$ cat src/rtl/tre_div.sv
module tre_div #(
	parameter int NW = 81,
	parameter int DW = 11
) (
	input  logic          clk,
	input  logic          arst_n,
	input  logic          start,
	input  logic [NW-1:0] dividend,
	input  logic [DW-1:0] divisor,
	output logic          done,
	output logic [NW-1:0] quotient
);

	localparam int NCW = $clog2(NW + 1);

	logic [NW-1:0]  num_q;
	logic [DW-1:0]  den_q;
	logic [DW-1:0]  rem_q;
	logic [NCW-1:0] cnt_q;
	logic           run_q;
	logic [DW:0]    rem_sh;
	logic           fits;

	// Restoring division: one quotient bit per cycle, most significant first.
	assign rem_sh = {rem_q, num_q[NW-1]};
	assign fits = rem_sh >= {1'b0, den_q};

	always_ff @(posedge clk or negedge arst_n) begin
		if (!arst_n) begin
			run_q <= 1'b0;
			done <= 1'b0;
			cnt_q <= '0;
		end else begin
			done <= 1'b0;
			if (start) begin
				run_q <= 1'b1;
				cnt_q <= '0;
			end else if (run_q) begin
				cnt_q <= cnt_q + 1'b1;
				if (cnt_q == NCW'(NW - 1)) begin
					run_q <= 1'b0;
					done <= 1'b1;
				end
			end
		end
	end

	always_ff @(posedge clk) begin
		if (start) begin
			num_q <= dividend;
			den_q <= divisor;
			rem_q <= '0;
		end else if (run_q) begin
			num_q <= {num_q[NW-2:0], 1'b0};
			rem_q <= fits ? DW'(rem_sh - {1'b0, den_q}) : rem_sh[DW-1:0];
			quotient <= {quotient[NW-2:0], fits};
		end
	end

endmodule

$ cat config.mk
export PLATFORM = sky130hd
export DESIGN_NAME = tre_div
export DESIGN_NICKNAME = d
export VERILOG_FILES = /design/src/rtl/tre_div.sv
export SDC_FILE = /design/constraint.sdc
export NUM_CORES = 1
export LEC_CHECK = 0
export ABC_AREA = 0
export BUFFER_PORTS_ARGS = -buffer_cell sky130_fd_sc_hd__buf_2
export CORE_MARGIN = 2
export CORE_UTILIZATION = 45
export DETAILED_ROUTE_END_ITERATION = 7
export PLACE_DENSITY = 0.65
export SYNTH_ARGS = -nofsm -noshare
export SYNTH_HDL_FRONTEND = slang
export SYNTH_SLANG_ARGS = --single-unit
$ cat constraint.sdc
create_clock -name clk -period 3.6 [get_ports clk]
set_input_delay 0.72 -clock clk [delete_from_list [all_inputs] [get_ports clk]]
set_output_delay 0.72 -clock clk [all_outputs]
set_load 0.05 [all_outputs]
**Word-level counts from Yosys, hierarchy flattened**

Cells that the tools add are included.

- Add/sub/neg operators: 2
- Magnitude comparators: 1
- Equal/unequal tests: 1
- Multiplexer cells: 11
- Bitwise gates (word level): 1
- Reduce and logical (&&, ||, !) cells: 2

Operators by type and width:

| kind | count |
|---|---|
| two-way mux 81 bit | 2 |
| two-way mux 7 bit | 2 |
| greater-or-equal comparator 12 x 11 -> 1 bit | 1 |
| two-way mux 11 bit | 1 |
| subtractor 11 bit | 1 |
| adder 7 x 1 -> 7 bit, second input constant | 1 |
| equality test 7 bit, second input constant | 1 |
| two-way mux 1 bit | 6 |
| AND reduction 2 bit | 1 |
| nonzero test 2 bit | 1 |
| inverter 1 bit | 1 |

- Bits in registers: 193
- Input bits: 95
- Output and inout bits: 82
- Word-level logic and storage cells: 25

**Longest topological paths before layout**

Gate-level depths: netlist (run 1).

- Word-level depth: 4
- Depth in mapped cells: 10
- Gate-level depth less buffers: 10

**Worst setup path after synthesis (run 1)**

Ideal clock, no wire load.

- Path type: input to register
- Start: input port start
- End: register num_q[0] (enable)
- Library setup time: 0.434 ns
- Arrival time: 2.934 ns
- Required time: 3.166 ns
- Slack: 0.231 ns
- Cell stages on the path: 4
- Path buffers: 2
- Cells stage by stage: clkbuf_1 > clkbuf_1 > nor2_1 > inv_1

- Word-level cells in the longest chain between the ends: 1

RTL lines:

| what | line | text |
|---|---|---|
| start: declaration | 7 | `input logic start,` |
| nonzero test 2 bit (no line) | n/a |  |
| end signal: assignment | 50 | `num_q <= dividend;` |
| end signal: assignment | 54 | `num_q <= {num_q[NW-2:0], 1'b0};` |
| end: declaration | 16 | `logic [NW-1:0] num_q;` |

No other way between the ends.
A chain may end at the register's enable or synchronous reset.

**Worst setup path in the final report (run 1)**

- Start: register den_q[0]
- End: register rem_q[3]

- Word-level cells in the longest chain between the ends: 2
- Elaborated cells on any way between the ends: 3
- Classes of those cells: add/sub (1); order compare (1); mux (1)

RTL lines:

| what | line | text |
|---|---|---|
| start: declaration | 17 | `logic [DW-1:0] den_q;` |
| start signal: assignment | 51 | `den_q <= divisor;` |
| subtractor 11 bit or greater-or-equal comparator 12 x 11 -> 1 bit (tied branches) | 55, 26 |  |
| two-way mux 11 bit (*) | 55 | `rem_q <= fits ? DW'(rem_sh - {1'b0, den_q}) : rem_sh[DW-1:0];` |
| end signal: assignment | 55 |  |
| end: declaration | 18 | `logic [DW-1:0] rem_q;` |

Mark *: on every way between the ends. The rest lies on a longest branch, timed or not.

==> reports/qor.tcl, run 1 <==
set qor(first_global_vias) 4222
set qor(drive_above_1_share) 0.478
set qor(worst_ep_required_time_ns) 3.94
set qor(placement.cell_area_sq_mm) 0.00870
set qor(ys_seq_area_frac) 0.748
set qor(routabilityCongestion) 0.878
set qor(asyncSetResetFlopFracSynth) 0.0466
set qor(setup.worst_path.start) {den_q[0]}
set qor(setup_viol) 0
set qor(cts_tree) {built}
set qor(timing_worst_setup_path_type) {flop to flop}
set qor(clkSinkCount) 193
set qor(timing.critical_path.from_type) {flop}
set qor(post_cts_resize_count) 0
set qor(netlist_instances) 426
set qor(timing.critical_path.fanout_max) 14
set qor(worst_skew_pair.late_latency_ns) 0.43
set qor(floorplan.rows) 47
set qor(port_buffers) 176
set qor(cp.arrival_ns) 2.82
set qor(post_synth_edffs) 173
set qor(place_hpwl_microns) 9690
set qor(synth_nets) 535
set qor(worstReg2RegStart) {den_q[0]}
set qor(vdd_drop_max_uv) 406
set qor(max-cap-violations) 0
set qor(layout.filler_cells) 1276
set qor(drc) 0
set qor(postSynth.topFlopCell) {sky130_fd_sc_hd__edfxtp_1}
set qor(stdcell_area_sq_mm) 0.00927
set qor(timing.fmax_ghz) 0.403
set qor(cts_hold_buf) 0
set qor(synth.distinct_cells) 42
set qor(finalNetCount) 721
set qor(syn_area_sq_mm) 0.00754
set qor(cp-end-kind) {flop}
set qor(cellLeakagePower_nw) 3.56
set qor(number_of_antenna_violations_at_the_first_check_in_global_routing) 4
set qor(grt.overflow.total) 0
set qor(fin_skew_ns) 0.00774
set qor(yosys_warnings) 0
set qor(slew_headroom) 0.498
set qor(slew_viol_final) 0
set qor(initial_detailed_routing_violation_count) 235
set qor(cell_count_after_placement) 813
set qor(period_minus_slack_ns) 2.48
set qor(fp.dieW_microns) 133
set qor(number_of_buffers_added_by_the_clock_tree_synthesis_step) 17
set qor(grt_start_max_net_pins) 72
set qor(rsz0062_at_grt) {no}
set qor(flow.area_growth_from_synthesis_pct) 23.0
set qor(cts-htree-levels) 4
set qor(result_of_the_run) {finished, final reports clean}
set qor(grt_pass1_wl_microns) 22300
set qor(finalHoldViolCount) 0
set qor(min_period_over_period) 0.690
set qor(final.setup.tns_ns) 0
set qor(power_per_cell_area_mw_per_mm2) 526
set qor(boundaryPins) 177
set qor(post_drt_via_cell_ratio) 5.04
set qor(cts_post_setup_buffers_inserted) 0
set qor(dr.pass1.iters) 4
set qor(starting_density_of_the_core) 0.458
set qor(final_cells) 845
set qor(seqCellArea_sq_mm) 0.00564
set qor(cts.clk_slew.worst_paths_ns) 0.07
set qor(core_region_area_sq_mm) 0.0165
set qor(grt_util_all_layers) 0.163
set qor(route.final.wire_length_microns) 13900
set qor(fin_worst_hold_slack_ns) 0.130
set qor(ys_seq_elements) 193
set qor(drt-wirelength-per-cell_microns) 16.5
set qor(worst_slew_pin_slew_ns) 0.754
set qor(holdCritPathClass) {input port to asynchronous set/reset pin}
set qor(clock_path_buffers) 2
set qor(dieHeight_microns) 133
set qor(p_total_mw) 4.87
set qor(antenna-diode-count) 0
set qor(routed_via_count) 4262
set qor(die-area_sq_mm) 0.0178
set qor(multi_input_area_sq_mm) 0.00177
set qor(syn_area_per_cell_sq_um) 17.7
set qor(cts.root.buffer_cell) {sky130_fd_sc_hd__clkbuf_16}
set qor(antenna_left) 0
## metrics by stage
step	worst slack, ns	util
after floorplan	0.231	-
after global placement	1.23	0.529
after detailed placement	1.11	0.529
after CTS	1.10	0.563
after global routing	0.995	0.563
final	1.12	0.563
## cell families (layout without fill, tap and decap cells)
| group | Yosys count | after routing | synth area share |
|---|---|---|---|
| adders and majority gates | 14 | 14 | 0.0242 |
| DFF | 193 | 193 | 0.748 |
| AOI/OAI and AO/OA | 47 | 47 | 0.0443 |
| muxes | 83 | 83 | 0.124 |
| xor gates and xnor gates | 10 | 10 | 0.0116 |
| buffers and inverters | 32 | 231 | 0.0166 |
| and+or+nand+nor | 47 | 47 | 0.0314 |
## power breakdown
part	leakage [nW]	internal (mW)	switching, mW
clock network	0.274	0.921	0.880
logic	1.41	0.177	0.244
registers	1.87	2.60	0.0504
## synthesized netlist by cell type, types with 3 or more instances
cell	instances	area, sq um
sky130_fd_sc_hd__dfxtp_1	11	220
sky130_fd_sc_hd__inv_1	17	63.8
sky130_fd_sc_hd__nand3_1	4	20.0
sky130_fd_sc_hd__a311oi_1	4	35.0
sky130_fd_sc_hd__mux2_2	81	912
sky130_fd_sc_hd__xnor2_1	4	35.0
sky130_fd_sc_hd__o21ai_0	10	50.1
sky130_fd_sc_hd__ha_1	13	163
sky130_fd_sc_hd__nor2_1	13	48.8
sky130_fd_sc_hd__nand2b_1	5	31.3
sky130_fd_sc_hd__dfrtp_1	9	225
sky130_fd_sc_hd__nand4_1	4	25.0
sky130_fd_sc_hd__a21oi_1	10	50.1
sky130_fd_sc_hd__clkbuf_1	10	37.5
sky130_fd_sc_hd__or3_1	3	18.8
sky130_fd_sc_hd__o31ai_1	3	22.5
sky130_fd_sc_hd__a32oi_1	4	35.0
sky130_fd_sc_hd__edfxtp_1	173	5190
sky130_fd_sc_hd__xor2_1	6	52.6
sky130_fd_sc_hd__nand2_1	11	41.3
## registers in the layout (all words and copies together), names as in the netlist
register and count:
cnt_q 7, den_q 11, done 1, num_q 81, quotient 81, rem_q 11, run_q 1
## layout by cell type, fill, tap and decap left out, types with 9 or more instances in the layout
master and count:
sky130_fd_sc_hd__ha_1 13, sky130_fd_sc_hd__nand2_1 11, sky130_fd_sc_hd__clkbuf_16 17, sky130_fd_sc_hd__o21ai_0 10
sky130_fd_sc_hd__a21oi_1 10, sky130_fd_sc_hd__dfrtp_1 9, sky130_fd_sc_hd__edfxtp_1 173, sky130_fd_sc_hd__buf_2 175
sky130_fd_sc_hd__inv_1 15, sky130_fd_sc_hd__mux2_2 81, sky130_fd_sc_hd__dfxtp_1 11, sky130_fd_sc_hd__nor2_1 13
## layout make-up
type	count	share of cell area
clock buffer	17	0.0459
multi-input combinational	201	0.191
clock inverter	15	0.0155
inverter	18	0.00742
timing repair buffer	181	0.102
tap	220	0.0297
sequential	193	0.608
## critical path: stages, from the launching register on
cell,delay [ns]
sky130_fd_sc_hd__edfxtp_1,0.39
sky130_fd_sc_hd__ha_1,0.22
sky130_fd_sc_hd__fa_1,0.40
sky130_fd_sc_hd__and2b_1,0.23
sky130_fd_sc_hd__o31a_2,0.17
sky130_fd_sc_hd__o21ai_2,0.09
sky130_fd_sc_hd__a21o_4,0.26
sky130_fd_sc_hd__or3_1,0.38
sky130_fd_sc_hd__a311oi_1,0.25
## metal layers
metal | wire length (microns) | up-vias | global-route usage
li1 | - | 2018 | -
met1 | 6120 | 2047 | 0.214
met2 | 6280 | 168 | 0.245
met3 | 1280 | 25 | 0.0700
met4 | 225 | 4 | 0.0585
met5 | 24 | - | 0
## worst paths after layout
check,to,slack [ns],cells past startpoint
worst max-delay path,rem_q[3],1.12,8
max in group asynchronous,cnt_q[1],3.29,1
worst min register to register,quotient[28],0.45,0
worst max register to register,rem_q[3],1.12,8
worst min-delay path,cnt_q[6],0.13,1
min in group clk,quotient[28],0.45,0
(Power assumes the default switching activity.)
==> run 2: changes to the inputs <==
- clock period: 3.6 -> 2.6 ns (I/O delays scaled with it)
==> reports/qor.tcl, run 2 (synthesis results as in run 1) <==
set qor(power_share_of_the_sequential_group) 0.526
set qor(clkSinkCount) 193
set qor(number_of_buffers_added_by_the_clock_tree_synthesis_step) 17
set qor(cts_tree) {built}
set qor(timing.fmax_ghz) 0.410
set qor(die-area_sq_mm) 0.0178
set qor(routabilityCongestion) 0.821
set qor(slew_viol_final) 0
set qor(comb_power_share) 0.084
set qor(crit_path_top_delay_cell) {sky130_fd_sc_hd__edfxtp_1}
set qor(boundaryPins) 177
set qor(vdd_drop_max_uv) 576
set qor(initial_detailed_routing_violation_count) 182
set qor(layout.filler_cells) 1357
set qor(dieHeight_microns) 133
set qor(swShare) 0.227
set qor(antenna-diode-count) 0
set qor(final.setup.tns_ns) 0
set qor(grt_start_max_net_pins) 93
set qor(grt_pass1_wl_microns) 22300
set qor(stdcell_area_sq_mm) 0.00939
set qor(number_of_antenna_violations_at_the_first_check_in_global_routing) 0
set qor(cts_post_setup_buffers_inserted) 0
set qor(port_buffers) 176
set qor(setup_ws_ns) 0.159
set qor(cp-end-kind) {flop}
set qor(antenna_left) 0
set qor(floorplan.rows) 47
set qor(grt_util_all_layers) 0.160
set qor(place_hpwl_microns) 9380
set qor(period_minus_slack_ns) 2.44
set qor(worst_ep_required_time_ns) 2.93
set qor(timing.critical_path.from_type) {flop}
set qor(pre_cts_slack_ns) 0.128
set qor(reg_top3) {num_q (81), quotient (81)}
set qor(max-cap-violations) 0
set qor(finalHoldViolCount) 0
set qor(fin_skew_ns) 0.00875
set qor(holdCritPathClass) {input port to flop}
set qor(cp.arrival_ns) 2.78
set qor(timing_worst_setup_path_type) {flop to flop}
set qor(worst_skew_pair.late_latency_ns) 0.42
set qor(p_total_mw) 6.99
set qor(dr.pass1.iters) 4
set qor(first_global_vias) 4396
set qor(layout_commonest_cell) {sky130_fd_sc_hd__buf_2}
set qor(grt.overflow.total) 0
set qor(core_region_area_sq_mm) 0.0165
set qor(cts.root.buffer_cell) {sky130_fd_sc_hd__clkbuf_16}
set qor(setup_viol) 0
set qor(cts-htree-levels) 4
set qor(fraction_of_power_consumed_by_the_clock_network) 0.390
set qor(clock_path_buffers) 2
set qor(rsz0062_at_grt) {no}
set qor(power_per_cell_area_mw_per_mm2) 745
set qor(route.final.wire_length_microns) 13600
set qor(placement.cell_area_sq_mm) 0.00875
set qor(cellLeakagePower_nw) 3.60
set qor(p_sw_mw) 1.59
set qor(slew_headroom) 0.680
set qor(timing.critical_path.fanout_max) 14
set qor(min_period_over_period) 0.939
set qor(intPower_mw) 5.40
set qor(starting_density_of_the_core) 0.458
set qor(worst_slew_pin_slew_ns) 0.480
set qor(fp.dieW_microns) 133
set qor(crit_path_cell_trace) {inv_1 > ha_1 > fa_2 > and2b_1 > o31a_2 > o21ai_2 > a21o_4 > mux2_2 > a211oi_1}
set qor(drt-wirelength-per-cell_microns) 16.1
set qor(layout_common_cells) {sky130_fd_sc_hd__buf_2 (175), sky130_fd_sc_hd__edfxtp_1 (173), sky130_fd_sc_hd__mux2_2 (81), sky130_fd_sc_hd__clkbuf_16 (17), sky130_fd_sc_hd__inv_1 (15)}
set qor(finalNetCount) 722
set qor(cts.clk_slew.worst_paths_ns) 0.07
set qor(post-route-util) 0.570
set qor(drive_above_1_share) 0.484
set qor(result_of_the_run) {finished, final reports clean}
set qor(flow.area_growth_from_synthesis_pct) 24.5
set qor(max_stage_delay_ns) 0.36
set qor(drc) 0
set qor(post_drt_via_cell_ratio) 5.01
set qor(routed_via_count) 4239
==> run 2: worst max-delay path: cells and delay by family (launching register included) <==
family,cells,cell delay [ns]
simple gates,1,0.19
flops,1,0.36
fa+ha+maj,2,0.42
buf+inv,1,0.08
mux,1,0.35
compound gates,4,0.95
==> run 2: stage by stage <==
stage | hold WS [ns] | cells
floorplan | 0.224 | 426
finish | 0.267 | 846
global route | 0.240 | 846
detailed placement | 0.387 | 813
CTS | 0.240 | 846
global placement | 0.378 | 813
==> run 2: worst paths after layout <==
path / startpoint / to / slack [ns] / depth (start not counted)
setup / recovery: num_q[80] / rem_q[0] / 0.16 / 9
hold / removal: divisor[6] / den_q[6] / 0.27 / 1
setup reg to reg: num_q[80] / rem_q[0] / 0.16 / 9
min in group asynchronous: arst_n / cnt_q[1] / 0.51 / 2
hold reg to reg: quotient[53] / quotient[54] / 0.45 / 0
max in group asynchronous: arst_n / run_q / 1.90 / 2
==> run 2: metal layers <==
metal	GRT usage	vias up	part of all wire
li1	-	2023	-
met1	0.207	2046	0.44
met2	0.245	157	0.46
met3	0.0685	13	0.091
met4	0.0538	0	0.012
met5	0	-	0
==> run 2: power groups by stage <==
stage	logic [mW]	registers [mW]	clock network, mW
after floorplan	0.273	3.86	0
after global placement	0.573	3.73	0
after detailed placement	0.590	3.74	0
after CTS	0.592	3.68	2.82
after global routing	0.636	3.70	2.94
final	0.587	3.67	2.73
==> run 2: timing repair <==
item	in CTS	in global routing
setup endpoints to repair	0	1
hold endpoints to repair	9	0
resized for setup	0	1
hold buffers	1	0
==> run 2: layout make-up <==
| class | instances | area, sq um | share of cell area |
|---|---|---|---|
| repair buffers | 182 | 981 | 0.105 |
| clock buffers | 17 | 425 | 0.0453 |
| flip-flops and latches | 193 | 5640 | 0.601 |
| inverters | 18 | 75.1 | 0.00800 |
| well taps | 220 | 275 | 0.0293 |
| clock inverters | 15 | 198 | 0.0211 |
| multi-input cells | 201 | 1790 | 0.191 |
